<file path="src/rtl/ocrs_pkg.sv">
`timescale 1ns / 1ps

package ocrs_pkg;

  localparam int DEF_STACK_DEPTH = 16;
  localparam int DEF_COORD_BITS = 16;
  localparam int DEPTH_OUT_BITS = 5;

  localparam logic [1:0] ACT_PUSH_OFS = 2'd0;
  localparam logic [1:0] ACT_POP_OFS = 2'd1;
  localparam logic [1:0] ACT_PUSH_CLIP = 2'd2;
  localparam logic [1:0] ACT_POP_CLIP = 2'd3;

  localparam logic [1:0] ST_OK = 2'd0;
  localparam logic [1:0] ST_NEG_SIZE = 2'd1;
  localparam logic [1:0] ST_FULL = 2'd2;
  localparam logic [1:0] ST_EMPTY = 2'd3;

  typedef struct packed {
    logic push;
    logic pop;
  } stack_ctl_t;

endpackage

</file>
<file path="src/rtl/ocrs_stack.sv">
`timescale 1ns / 1ps

module ocrs_stack #(
  parameter int DEPTH = ocrs_pkg::DEF_STACK_DEPTH,
  parameter int WIDTH = 32,
  localparam int CNT_W = $clog2(DEPTH + 1)
) (
  input  logic                 clk,
  input  logic                 rst,
  input  ocrs_pkg::stack_ctl_t ctl,
  input  logic [WIDTH-1:0]     push_data,
  output logic [WIDTH-1:0]     top,
  output logic [WIDTH-1:0]     top_next,
  output logic [CNT_W-1:0]     count,
  output logic [CNT_W-1:0]     count_next
);

  localparam int IDX_W = (DEPTH > 1) ? $clog2(DEPTH) : 1;

  // top entry and the one below it live in flops, the rest in the array
  logic [WIDTH-1:0] mem [DEPTH];
  logic [WIDTH-1:0] second;
  logic [31:0]      wr_wide;
  logic [31:0]      rd_wide;
  logic [IDX_W-1:0] wr_idx;
  logic [IDX_W-1:0] rd_idx;

  assign wr_wide = 32'(count) - 32'd1;
  assign rd_wide = 32'(count) - 32'd3;
  assign wr_idx = wr_wide[IDX_W-1:0];
  assign rd_idx = rd_wide[IDX_W-1:0];

  always_comb begin
    top_next = top;
    count_next = count;
    if (ctl.push) begin
      top_next = push_data;
      count_next = count + CNT_W'(1);
    end else if (ctl.pop) begin
      top_next = second;
      count_next = count - CNT_W'(1);
    end
  end

  always_ff @(posedge clk) begin
    if (rst) begin
      count <= '0;
    end else begin
      count <= count_next;
    end
  end

  always_ff @(posedge clk) begin
    top <= top_next;
    if (ctl.push) begin
      second <= top;
      if (count != '0) begin
        mem[wr_idx] <= top;
      end
    end else if (ctl.pop && (32'(count) >= 32'd3)) begin
      second <= mem[rd_idx];
    end
  end

  a_count_bound: assert property (@(posedge clk) disable iff (rst)
    32'(count) <= DEPTH)
    else $error("stack count above depth");

  a_no_push_full: assert property (@(posedge clk) disable iff (rst)
    ctl.push |-> 32'(count) < DEPTH)
    else $error("push on full stack");

  a_no_pop_empty: assert property (@(posedge clk) disable iff (rst)
    ctl.pop |-> (count != '0) && !ctl.push)
    else $error("bad pop request");

  a_push_top: assert property (@(posedge clk) disable iff (rst)
    ctl.push |=> top == $past(push_data))
    else $error("pushed entry lost");

endmodule

</file>
<file path="src/rtl/offset_and_clip_rect_stack.sv">
`timescale 1ns / 1ps

// Offset and clip rectangle stack. A request is taken on any cycle with
// start high (busy never rises), so one request per clock is sustained. Each
// request gives exactly one result: the request register takes it, then the
// request is applied to the stacks and the result register takes the result,
// shown with done high for one cycle. The result cannot be held off, so the
// receiver must take it in that cycle. All results describe the state after
// the request; clip edges read as zero while the clip stack is empty.

module offset_and_clip_rect_stack #(
  parameter int STACK_DEPTH = ocrs_pkg::DEF_STACK_DEPTH,
  parameter int COORD_BITS = ocrs_pkg::DEF_COORD_BITS
) (
  input  logic                        clk,
  input  logic                        rst,
  input  logic                        start,
  output logic                        busy,
  input  logic [1:0]                  action,
  input  logic signed [COORD_BITS-1:0] shift_x,
  input  logic signed [COORD_BITS-1:0] shift_y,
  input  logic signed [COORD_BITS-1:0] rect_x,
  input  logic signed [COORD_BITS-1:0] rect_y,
  input  logic signed [COORD_BITS-1:0] rect_w,
  input  logic signed [COORD_BITS-1:0] rect_h,
  output logic                        done,
  output logic [1:0]                  status,
  output logic signed [COORD_BITS:0]   delta_x,
  output logic signed [COORD_BITS:0]   delta_y,
  output logic signed [COORD_BITS+3:0] total_x,
  output logic signed [COORD_BITS+3:0] total_y,
  output logic                        clip_valid,
  output logic signed [COORD_BITS+4:0] clip_left,
  output logic signed [COORD_BITS+4:0] clip_top,
  output logic signed [COORD_BITS+4:0] clip_right,
  output logic signed [COORD_BITS+4:0] clip_bottom,
  output logic [ocrs_pkg::DEPTH_OUT_BITS-1:0] offset_depth,
  output logic [ocrs_pkg::DEPTH_OUT_BITS-1:0] clip_depth
);

  localparam int D_W = COORD_BITS + 1;
  localparam int S_W = COORD_BITS + 4;
  localparam int E_W = COORD_BITS + 5;
  localparam int OFS_W = 2 * COORD_BITS;
  localparam int CLIP_W = 4 * E_W;
  localparam int CNT_W = $clog2(STACK_DEPTH + 1);
  localparam int DO_W = ocrs_pkg::DEPTH_OUT_BITS;

  function automatic logic signed [E_W-1:0] clamp_edge(
    input logic signed [E_W-1:0] v,
    input logic signed [E_W-1:0] lo,
    input logic signed [E_W-1:0] hi
  );
    if (v > hi) begin
      return hi;
    end else if (v < lo) begin
      return lo;
    end
    return v;
  endfunction

  // request register
  logic                         req_valid;
  logic [1:0]                   req_action;
  logic signed [COORD_BITS-1:0] req_shift_x;
  logic signed [COORD_BITS-1:0] req_shift_y;
  logic signed [COORD_BITS-1:0] req_rect_x;
  logic signed [COORD_BITS-1:0] req_rect_y;
  logic signed [COORD_BITS-1:0] req_rect_w;
  logic signed [COORD_BITS-1:0] req_rect_h;

  logic signed [S_W-1:0] sum_x;
  logic signed [S_W-1:0] sum_y;
  logic signed [S_W-1:0] sum_x_next;
  logic signed [S_W-1:0] sum_y_next;

  ocrs_pkg::stack_ctl_t ofs_ctl;
  ocrs_pkg::stack_ctl_t clip_ctl;
  logic [OFS_W-1:0]  ofs_push_data;
  logic [OFS_W-1:0]  ofs_top;
  logic [OFS_W-1:0]  ofs_top_next;
  logic [CNT_W-1:0]  ofs_count;
  logic [CNT_W-1:0]  ofs_count_next;
  logic [CLIP_W-1:0] clip_push_data;
  logic [CLIP_W-1:0] clip_top_q;
  logic [CLIP_W-1:0] clip_top_next;
  logic [CNT_W-1:0]  clip_count;
  logic [CNT_W-1:0]  clip_count_next;

  logic signed [COORD_BITS-1:0] ofs_top_x;
  logic signed [COORD_BITS-1:0] ofs_top_y;
  logic signed [E_W-1:0] lo_x;
  logic signed [E_W-1:0] lo_y;
  logic signed [E_W-1:0] hi_x;
  logic signed [E_W-1:0] hi_y;
  logic signed [E_W-1:0] edge_l;
  logic signed [E_W-1:0] edge_t;
  logic signed [E_W-1:0] edge_r;
  logic signed [E_W-1:0] edge_b;
  logic signed [E_W-1:0] new_l;
  logic signed [E_W-1:0] new_t;
  logic signed [E_W-1:0] new_r;
  logic signed [E_W-1:0] new_b;

  logic [1:0]            step_status;
  logic signed [D_W-1:0] step_dx;
  logic signed [D_W-1:0] step_dy;
  logic                  ofs_full;
  logic                  clip_full;
  logic [31:0]           ofs_depth_wide;
  logic [31:0]           clip_depth_wide;

  assign busy = 1'b0;

  always_ff @(posedge clk) begin
    if (rst) begin
      req_valid <= 1'b0;
    end else begin
      req_valid <= start && !busy;
    end
  end

  always_ff @(posedge clk) begin
    if (start && !busy) begin
      req_action <= action;
      req_shift_x <= shift_x;
      req_shift_y <= shift_y;
      req_rect_x <= rect_x;
      req_rect_y <= rect_y;
      req_rect_w <= rect_w;
      req_rect_h <= rect_h;
    end
  end

  assign ofs_top_x = $signed(ofs_top[OFS_W-1 -: COORD_BITS]);
  assign ofs_top_y = $signed(ofs_top[COORD_BITS-1:0]);
  assign ofs_push_data = {req_shift_x, req_shift_y};

  assign lo_x = $signed(clip_top_q[CLIP_W-1 -: E_W]);
  assign lo_y = $signed(clip_top_q[CLIP_W-E_W-1 -: E_W]);
  assign hi_x = $signed(clip_top_q[2*E_W-1 -: E_W]);
  assign hi_y = $signed(clip_top_q[E_W-1:0]);

  assign edge_l = E_W'(req_rect_x) + E_W'(sum_x);
  assign edge_t = E_W'(req_rect_y) + E_W'(sum_y);
  assign edge_r = edge_l + E_W'(req_rect_w);
  assign edge_b = edge_t + E_W'(req_rect_h);

  always_comb begin
    if (clip_count != '0) begin
      new_l = clamp_edge(edge_l, lo_x, hi_x);
      new_t = clamp_edge(edge_t, lo_y, hi_y);
      new_r = clamp_edge(edge_r, lo_x, hi_x);
      new_b = clamp_edge(edge_b, lo_y, hi_y);
    end else begin
      new_l = edge_l;
      new_t = edge_t;
      new_r = edge_r;
      new_b = edge_b;
    end
  end

  assign clip_push_data = {new_l, new_t, new_r, new_b};

  assign ofs_full = 32'(ofs_count) >= STACK_DEPTH;
  assign clip_full = 32'(clip_count) >= STACK_DEPTH;

  always_comb begin
    step_status = ocrs_pkg::ST_OK;
    step_dx = '0;
    step_dy = '0;
    ofs_ctl = '0;
    clip_ctl = '0;
    if (req_valid) begin
      case (req_action)
        ocrs_pkg::ACT_PUSH_OFS: begin
          if (ofs_full) begin
            step_status = ocrs_pkg::ST_FULL;
          end else begin
            ofs_ctl.push = 1'b1;
            step_dx = D_W'(req_shift_x);
            step_dy = D_W'(req_shift_y);
          end
        end
        ocrs_pkg::ACT_POP_OFS: begin
          if (ofs_count == '0) begin
            step_status = ocrs_pkg::ST_EMPTY;
          end else begin
            ofs_ctl.pop = 1'b1;
            step_dx = -D_W'(ofs_top_x);
            step_dy = -D_W'(ofs_top_y);
          end
        end
        ocrs_pkg::ACT_PUSH_CLIP: begin
          if (req_rect_w[COORD_BITS-1] || req_rect_h[COORD_BITS-1]) begin
            step_status = ocrs_pkg::ST_NEG_SIZE;
          end else if (clip_full) begin
            step_status = ocrs_pkg::ST_FULL;
          end else begin
            clip_ctl.push = 1'b1;
          end
        end
        ocrs_pkg::ACT_POP_CLIP: begin
          if (clip_count == '0) begin
            step_status = ocrs_pkg::ST_EMPTY;
          end else begin
            clip_ctl.pop = 1'b1;
          end
        end
        default: begin
          step_status = ocrs_pkg::ST_OK;
        end
      endcase
    end
  end

  assign sum_x_next = sum_x + S_W'(step_dx);
  assign sum_y_next = sum_y + S_W'(step_dy);

  always_ff @(posedge clk) begin
    if (rst) begin
      sum_x <= '0;
      sum_y <= '0;
    end else begin
      sum_x <= sum_x_next;
      sum_y <= sum_y_next;
    end
  end

  ocrs_stack #(
    .DEPTH(STACK_DEPTH),
    .WIDTH(OFS_W)
  ) u_ofs_stack (
    .clk(clk),
    .rst(rst),
    .ctl(ofs_ctl),
    .push_data(ofs_push_data),
    .top(ofs_top),
    .top_next(ofs_top_next),
    .count(ofs_count),
    .count_next(ofs_count_next)
  );

  ocrs_stack #(
    .DEPTH(STACK_DEPTH),
    .WIDTH(CLIP_W)
  ) u_clip_stack (
    .clk(clk),
    .rst(rst),
    .ctl(clip_ctl),
    .push_data(clip_push_data),
    .top(clip_top_q),
    .top_next(clip_top_next),
    .count(clip_count),
    .count_next(clip_count_next)
  );

  assign ofs_depth_wide = 32'(ofs_count_next);
  assign clip_depth_wide = 32'(clip_count_next);

  // result register
  always_ff @(posedge clk) begin
    if (rst) begin
      done <= 1'b0;
    end else begin
      done <= req_valid;
    end
  end

  always_ff @(posedge clk) begin
    if (req_valid) begin
      status <= step_status;
      delta_x <= step_dx;
      delta_y <= step_dy;
      total_x <= sum_x_next;
      total_y <= sum_y_next;
      offset_depth <= ofs_depth_wide[DO_W-1:0];
      clip_depth <= clip_depth_wide[DO_W-1:0];
      if (clip_count_next != '0) begin
        clip_valid <= 1'b1;
        clip_left <= $signed(clip_top_next[CLIP_W-1 -: E_W]);
        clip_top <= $signed(clip_top_next[CLIP_W-E_W-1 -: E_W]);
        clip_right <= $signed(clip_top_next[2*E_W-1 -: E_W]);
        clip_bottom <= $signed(clip_top_next[E_W-1:0]);
      end else begin
        clip_valid <= 1'b0;
        clip_left <= '0;
        clip_top <= '0;
        clip_right <= '0;
        clip_bottom <= '0;
      end
    end
  end

  // the offset stack payload is unused beyond the top entry here
  logic unused_ofs_next;
  assign unused_ofs_next = ^ofs_top_next;

endmodule
</file>
<file path="config.mk">
export PLATFORM = sky130hd
export DESIGN_NAME = offset_and_clip_rect_stack
export DESIGN_NICKNAME = d
export VERILOG_FILES = /design/src/rtl/ocrs_pkg.sv /design/src/rtl/ocrs_stack.sv /design/src/rtl/offset_and_clip_rect_stack.sv
export SDC_FILE = /design/constraint.sdc
export NUM_CORES = 2
export LEC_CHECK = 0
export BUFFER_PORTS_ARGS = -buffer_cell sky130_fd_sc_hd__buf_2
export CORE_MARGIN = 10
export CORE_UTILIZATION = 50
export DETAILED_ROUTE_END_ITERATION = 6
export PLACE_DENSITY = 0.66
export SLEW_MARGIN = 20
export SYNTH_ARGS = -nofsm -noshare
export SYNTH_HDL_FRONTEND = slang
export SYNTH_SLANG_ARGS = --single-unit
</file>
<file path="constraint.sdc">
create_clock -name clk -period 21.4 [get_ports clk]
set_clock_uncertainty 0.1 [all_clocks]
set_input_delay 4.28 -clock clk [delete_from_list [all_inputs] [get_ports clk]]
set_output_delay 4.28 -clock clk [all_outputs]
set_load 0.02 [all_outputs]
</file>
# Yosys cells after proc, flatten, opt, wreduce, memory -nomap -nowiden
# Memory sizes are Yosys's and may differ from the RTL's.
# Index checks and enable logic that the tools add are counted.
# totals
word_cells,146
romBits,0
out_inout_bits,173
in_bits,101
memories,2
latch_bits,0
register_bits,553
ram_bits,1856
# mem_list
memory,depth,word_bits,read_ports,rd_ports_with_merged_regs,write_ports,line,rtl
u_clip_stack.mem,16,84,1,0,1,ocrs_stack.sv:21,logic [WIDTH-1:0] mem [DEPTH];
u_ofs_stack.mem,16,32,1,0,1,ocrs_stack.sv:21,
# classes
shifts,0
reduce_logical,12
n_eq_ne,3
multipliers,0
n_addsub,16
n_mux,72
div_mod_pow,0
n_lt_le_gt_ge,12
bitwise,0
# op_table
cell,count
21-bit 2-to-1 mux,16
84-bit 2-to-1 mux,4
32-bit 2-to-1 mux,4
17-bit 2-to-1 mux,6
21-bit greater-than comparator,4
21-bit less-than comparator,4
17-bit case mux with 2 select lines,2
16-bit by 20-bit adder with 21-bit output,2
21-bit by 16-bit adder with 21-bit output,2
20-bit by 17-bit adder with 20-bit output,2
16-bit negator with 17-bit output,2
1-bit 2-to-1 mux,28
5-bit 2-to-1 mux,4
5-bit nonzero test,3
2-bit 2-to-1 mux,7
5-bit by 1-bit adder with 5-bit output (second input constant),2
5-bit by 2-bit greater-or-equal comparator with 1-bit output (second input constant),2
5-bit greater-or-equal comparator (second input constant),2
5-bit zero test,2
5-bit by 1-bit subtractor with 5-bit output (second input constant),2
2-bit case mux with 4 select lines,1
4-bit by 1-bit subtractor with 4-bit output (second input constant),2
4-bit by 2-bit subtractor with 4-bit output (second input constant),2
2-bit nonzero test,3
other kinds (5),7

# Logic depth before layout (Yosys ltp)
# depth
depth_word,9
depth_mapped,30
ltp_nobuf,28

# Cells and area by module
# From an unflattened synthesis, not the netlist that was laid out.
# unflattened
hier_cells,6065
area_unflattened_um2,103703.2
# modules_own_cells
module,instances,area_per_inst_um2,cells_per_inst,seq_area_each_um2
ocrs_stack at u_clip_stack,1,58242.1,2770,44662.8
offset_and_clip_rect_stack,1,22849.4,2190,8918.6
ocrs_stack at u_ofs_stack,1,22611.7,1105,17076.4

# Least setup slack after synthesis
# OpenSTA, ideal clock, no wires.
# synth_path
path_type,register -> register
start,register req_valid
end,"memory u_clip_stack.mem[3][0] (netlist bit), enable pin"
setup_ns,0.629
n_path_buf,3
setup_slack_ns,8.960
synth_period_minus_slack_ns,12.440
arrival_time_ns,11.711
path_stages_with_launch,6
required_time_ns,20.671
cell_sequence,dfxtp_1 -> nand4b_1 -> clkbuf_1 -> clkbuf_1 -> buf_1 -> nor3_1
# synth_via
elab_chain_len,3
# synth_rtl
item,line,rtl
from (decl),offset_and_clip_rect_stack.sv:63,logic req_valid;
from (signal assigned),offset_and_clip_rect_stack.sv:119,req_valid <= start && !busy;
2-bit 2-to-1 mux,offset_and_clip_rect_stack.sv:174,if (req_valid) begin
1-bit 2-to-1 mux,ocrs_stack.sv:55,if (ctl.push) begin
1-bit 2-to-1 mux (not written as such),ocrs_stack.sv:58,mem[wr_idx] <= top;
to (decl),ocrs_stack.sv:21,
# Every way passes these cells.

# Worst setup path in the final report
# layout_path
start,register req_rect_y[1]
end,"register clip_bottom[14], data pin"
# layout_via
elab_chain_len,9
word_cells_on_any_way,11
classes_between,2 x add/sub; 2 x order compare; 7 x mux
# layout_rtl
item,line,rtl
from (decl),offset_and_clip_rect_stack.sv:68,logic signed [COORD_BITS-1:0] req_rect_y;
from (signal assigned),offset_and_clip_rect_stack.sv:129,req_rect_y <= rect_y;
16-bit by 20-bit adder with 21-bit output (*),offset_and_clip_rect_stack.sv:145,assign edge_t = E_W'(req_rect_y) + E_W'(sum_y);
21-bit by 16-bit adder with 21-bit output (*),offset_and_clip_rect_stack.sv:147,assign edge_b = edge_t + E_W'(req_rect_h);
21-bit less-than comparator,offset_and_clip_rect_stack.sv:56,end else if (v < lo) begin
1-bit 2-to-1 mux,offset_and_clip_rect_stack.sv:56,
1-bit 2-to-1 mux,offset_and_clip_rect_stack.sv:54,if (v > hi) begin
1-bit 2-to-1 mux,offset_and_clip_rect_stack.sv:150,if (clip_count != '0) begin
21-bit 2-to-1 mux,offset_and_clip_rect_stack.sv:59,return v;
21-bit 2-to-1 mux (*),offset_and_clip_rect_stack.sv:150,
84-bit 2-to-1 mux (*),ocrs_stack.sv:36,if (ctl.push) begin
to (signal assigned),offset_and_clip_rect_stack.sv:284,clip_bottom <= $signed(clip_top_next[E_W-1:0]);
to (decl),offset_and_clip_rect_stack.sv:36,"output logic signed [COORD_BITS+4:0] clip_bottom,"
# Mark *: on every way between the ends. The rest lies on a longest branch, timed or not. The select of a mux whose other input is x is not followed.
# A chain may end at the register's enable or synchronous reset.

==> results.toml <==
[run_status]
outcome = "finished, final reports clean"

[detailed_routing]
routed_wl_mm = 272
vias = 56400
viasPerCell = 6.27
drc = 0
drt_iter0_markers = 6690
dr.pass1.iters = 6
ant_nets = 0
wl_per_cell_um = 30.2

[sta]
tns_ns = 0
final_max_slew_viol_count = 0
fmaxAchievable_ghz = 0.125
post-route-period-util_pct = 37.5
hold_ws_ns = 0.414
finalHoldViolCount = 0
worst_pin_slew_ns = 1.17
rsz0062_at_grt = "false"
final-setup-viol-count = 0
max_slew_margin_pct = 21.7
period_needed_ns = 8.03

[final_layout]
layout-drive-gt1-share_pct = 22.1
utilization_pct = 56.5
nets = 6521
postLayoutCellArea_um2 = 114000
areaGrowthSynthToFinish_pct = 12.3

[synth]
synth_nets = 6176
syn_area_um2 = 102000
ys_types = 91
synth_edf_count = 2273
syn_area_per_cell_um2 = 17.6
yosysSeqAreaShare_pct = 69.7
synthArstFlopShare_pct = 0
yosysWarningCount = 0
postSynthCellCount = 5771
yosys_most_used_dff = "edfxtp_1"
synth_seq_cells = 2409

[cts]
cts_setup_buffers = 0
cts_buffer_depth = 3
ctsHoldBuffers = 0
root_buffer = "clkbuf_16"
cts.sinks = 2409
clk_latency_ns = 0.88
ctsResizeCount = 0
htree_num_levels = 4
numCtsBuffers = 236
path_clk_slew_ns = 0.07
cts_tree = "yes"

[place]
gp_congestion = 0.882
port_buffers = 272
place_area_um2 = 107000
dpl.hpwl_mm = 168

[floorplan]
row_count = 165
initial_core_util_pct = 50.3
ios = 274
core-area_um2 = 202000
die_area_um2 = 222000
die_w_um = 471
die_h_um = 471

[worst_hold_path]
holdPathStages = 2
hold_path_class = "register to register"

[global_route]
track_usage_pct = 24.0
grt_pass1_wl_mm = 395
grt_pass1_vias = 55700
overflow = 0
grt_max_degree = 182
antenna_found_initial = 8

[power_and_ir_drop]
power_leakage_nw = 38.1
power_density_nw_per_um2 = 101
vdd_drop_max_mv = 0.0919

[setup_path]
crit_type = "register to register"
critical_path_required_ns = 21.89
crit_path_top_delay_cell = "a2111oi_0"
arrival_ns = 8.52
critPathMaxFanout = 20
cp_slowest_stage_delay_ns = 0.77
endpoint_kind = "register"
critPathLaunchType = "register"
r2r_cells = 25

[run]
maxCapViolCount = 0
path summary, 6_finish.rpt:
kind / startpoint / endpoint / slack [ns]
setup / recovery: req_rect_y[1] / clip_bottom[14] / 13.37
hold / removal: u_ofs_stack.second[0] / u_ofs_stack.top[0] / 0.41
setup reg to reg: req_rect_y[1] / clip_bottom[14] / 13.37
hold reg to reg: u_ofs_stack.second[0] / u_ofs_stack.top[0] / 0.41
cell usage after synthesis (17+ instances only):
master,instances,area share (%)
a211oi_1,99,0.73
mux4_2,580,13
o21bai_1,17,0.13
nand3_1,45,0.22
and3_1,38,0.23
inv_1,150,0.55
nand2b_1,21,0.13
nor3_1,41,0.20
o211ai_1,38,0.28
xnor2_1,92,0.79
buf_2,20,0.098
a21o_1,49,0.36
o21ai_0,182,0.89
nor2_1,218,0.80
nand2_1,443,1.6
mux2i_1,88,0.87
buf_1,66,0.24
a22oi_1,28,0.21
dfxtp_1,136,2.7
edfxtp_1,2273,67
clkbuf_1,167,0.62
ha_1,298,3.7
o21a_1,26,0.19
xor2_1,38,0.33
nand4_1,29,0.18
nor2b_1,61,0.37
or3_1,20,0.12
a21oi_1,205,1.0
and2_1,43,0.26
flip-flops by register name, summed over array words and instances (netlist names), 20 cells and up:
register             flops
u_ofs_stack.top         32
clip_top                21
u_ofs_stack.mem        512
total_y                 20
u_ofs_stack.second      32
clip_right              21
u_clip_stack.mem      1344
sum_x                   20
u_clip_stack.second     84
clip_bottom             21
total_x                 20
clip_left               21
u_clip_stack.top        84
sum_y                   20
critical path: cells and delay by family, from the launching register on:
kind,cells,cell delay [ns]
AO/OA/AOI/OAI,12,4.24
XOR/XNOR,3,0.69
adder cells (fa/ha/maj),3,1.19
buffers and inverters,1,0.39
flip-flops,1,0.39
AND/OR/NAND/NOR,6,0.80
logic make-up (layout without fill, tap and decap cells):
| group | count (synthesis) | count (layout) | share of synthesized area [%] |
|---|---|---|---|
| adders and majority gates | 304 | 304 | 3.78 |
| AOI/OAI and AO/OA | 820 | 820 | 5.40 |
| buffers and inverters | 408 | 955 | 1.55 |
| muxes | 671 | 671 | 13.7 |
| other | 1 | 6 | 0.00368 |
| xor gates and xnor gates | 130 | 130 | 1.12 |
| and+or+nand+nor | 1028 | 1028 | 4.71 |
| DFF | 2409 | 2409 | 69.7 |
per-stage QoR:
stage / setup slack, ns / cells / power (mW)
2_1_floorplan: 8.96 / 5771 / 6.89
3_3_place_gp: 13.47 / 8550 / 7.45
3_5_place_dp: 13.48 / 8550 / 7.51
4_1_cts: 13.46 / 8990 / 11.6
5_1_grt: 12.87 / 8994 / 12.0
6_report: 13.37 / 8995 / 11.6
report_power, final:
group          switching (mW)  internal, mW
clock network            1.81          2.33
logic                   0.904         0.537
registers               0.399          5.58
total                    3.11          8.45
layer usage:
| metal | GRT usage, % | part of all wire, % | vias up | routed length, um |
|---|---|---|---|---|
| met5 | 0 | 0 | - | 0 |
| met4 | 6.85 | 2.7 | 0 | 7450 |
| met3 | 3.79 | 7.6 | 367 | 20600 |
| met2 | 37.8 | 47 | 2532 | 129000 |
| met1 | 34.8 | 42 | 29500 | 115000 |
| li1 | - | - | 23900 | - |
area by class of cell:
cell class / count / area, um^2
flip-flops and latches: 2409 / 71000
clock inverters: 129 / 1360
well taps: 2672 / 3340
fillers: 15300 / 88000
multi-input cells: 2954 / 29600
repair buffers: 365 / 2130
diodes: 5 / 12.5
clock buffers: 311 / 6330
inverters: 150 / 563
placed cells by master, fill, tap and decap left out, types with 36 or more instances in the layout:
master     count
and2_1        42
mux4_2       580
ha_1         296
a21o_1        49
mux2i_1       87
dfxtp_1      133
nand2_1      441
edfxtp_1    2273
clkbuf_1      63
nor2b_1       61
nor2_1       199
xnor2_1       89
buf_2        271
clkbuf_16    238
nor3_1        37
buf_4         87
o21ai_0      180
a21oi_1      205
inv_1        149
xor2_1        36
a211oi_1      99
o211ai_1      38
clkinv_2      40
nand3_1       45
Note: power is estimated with default switching activity, not from simulation.
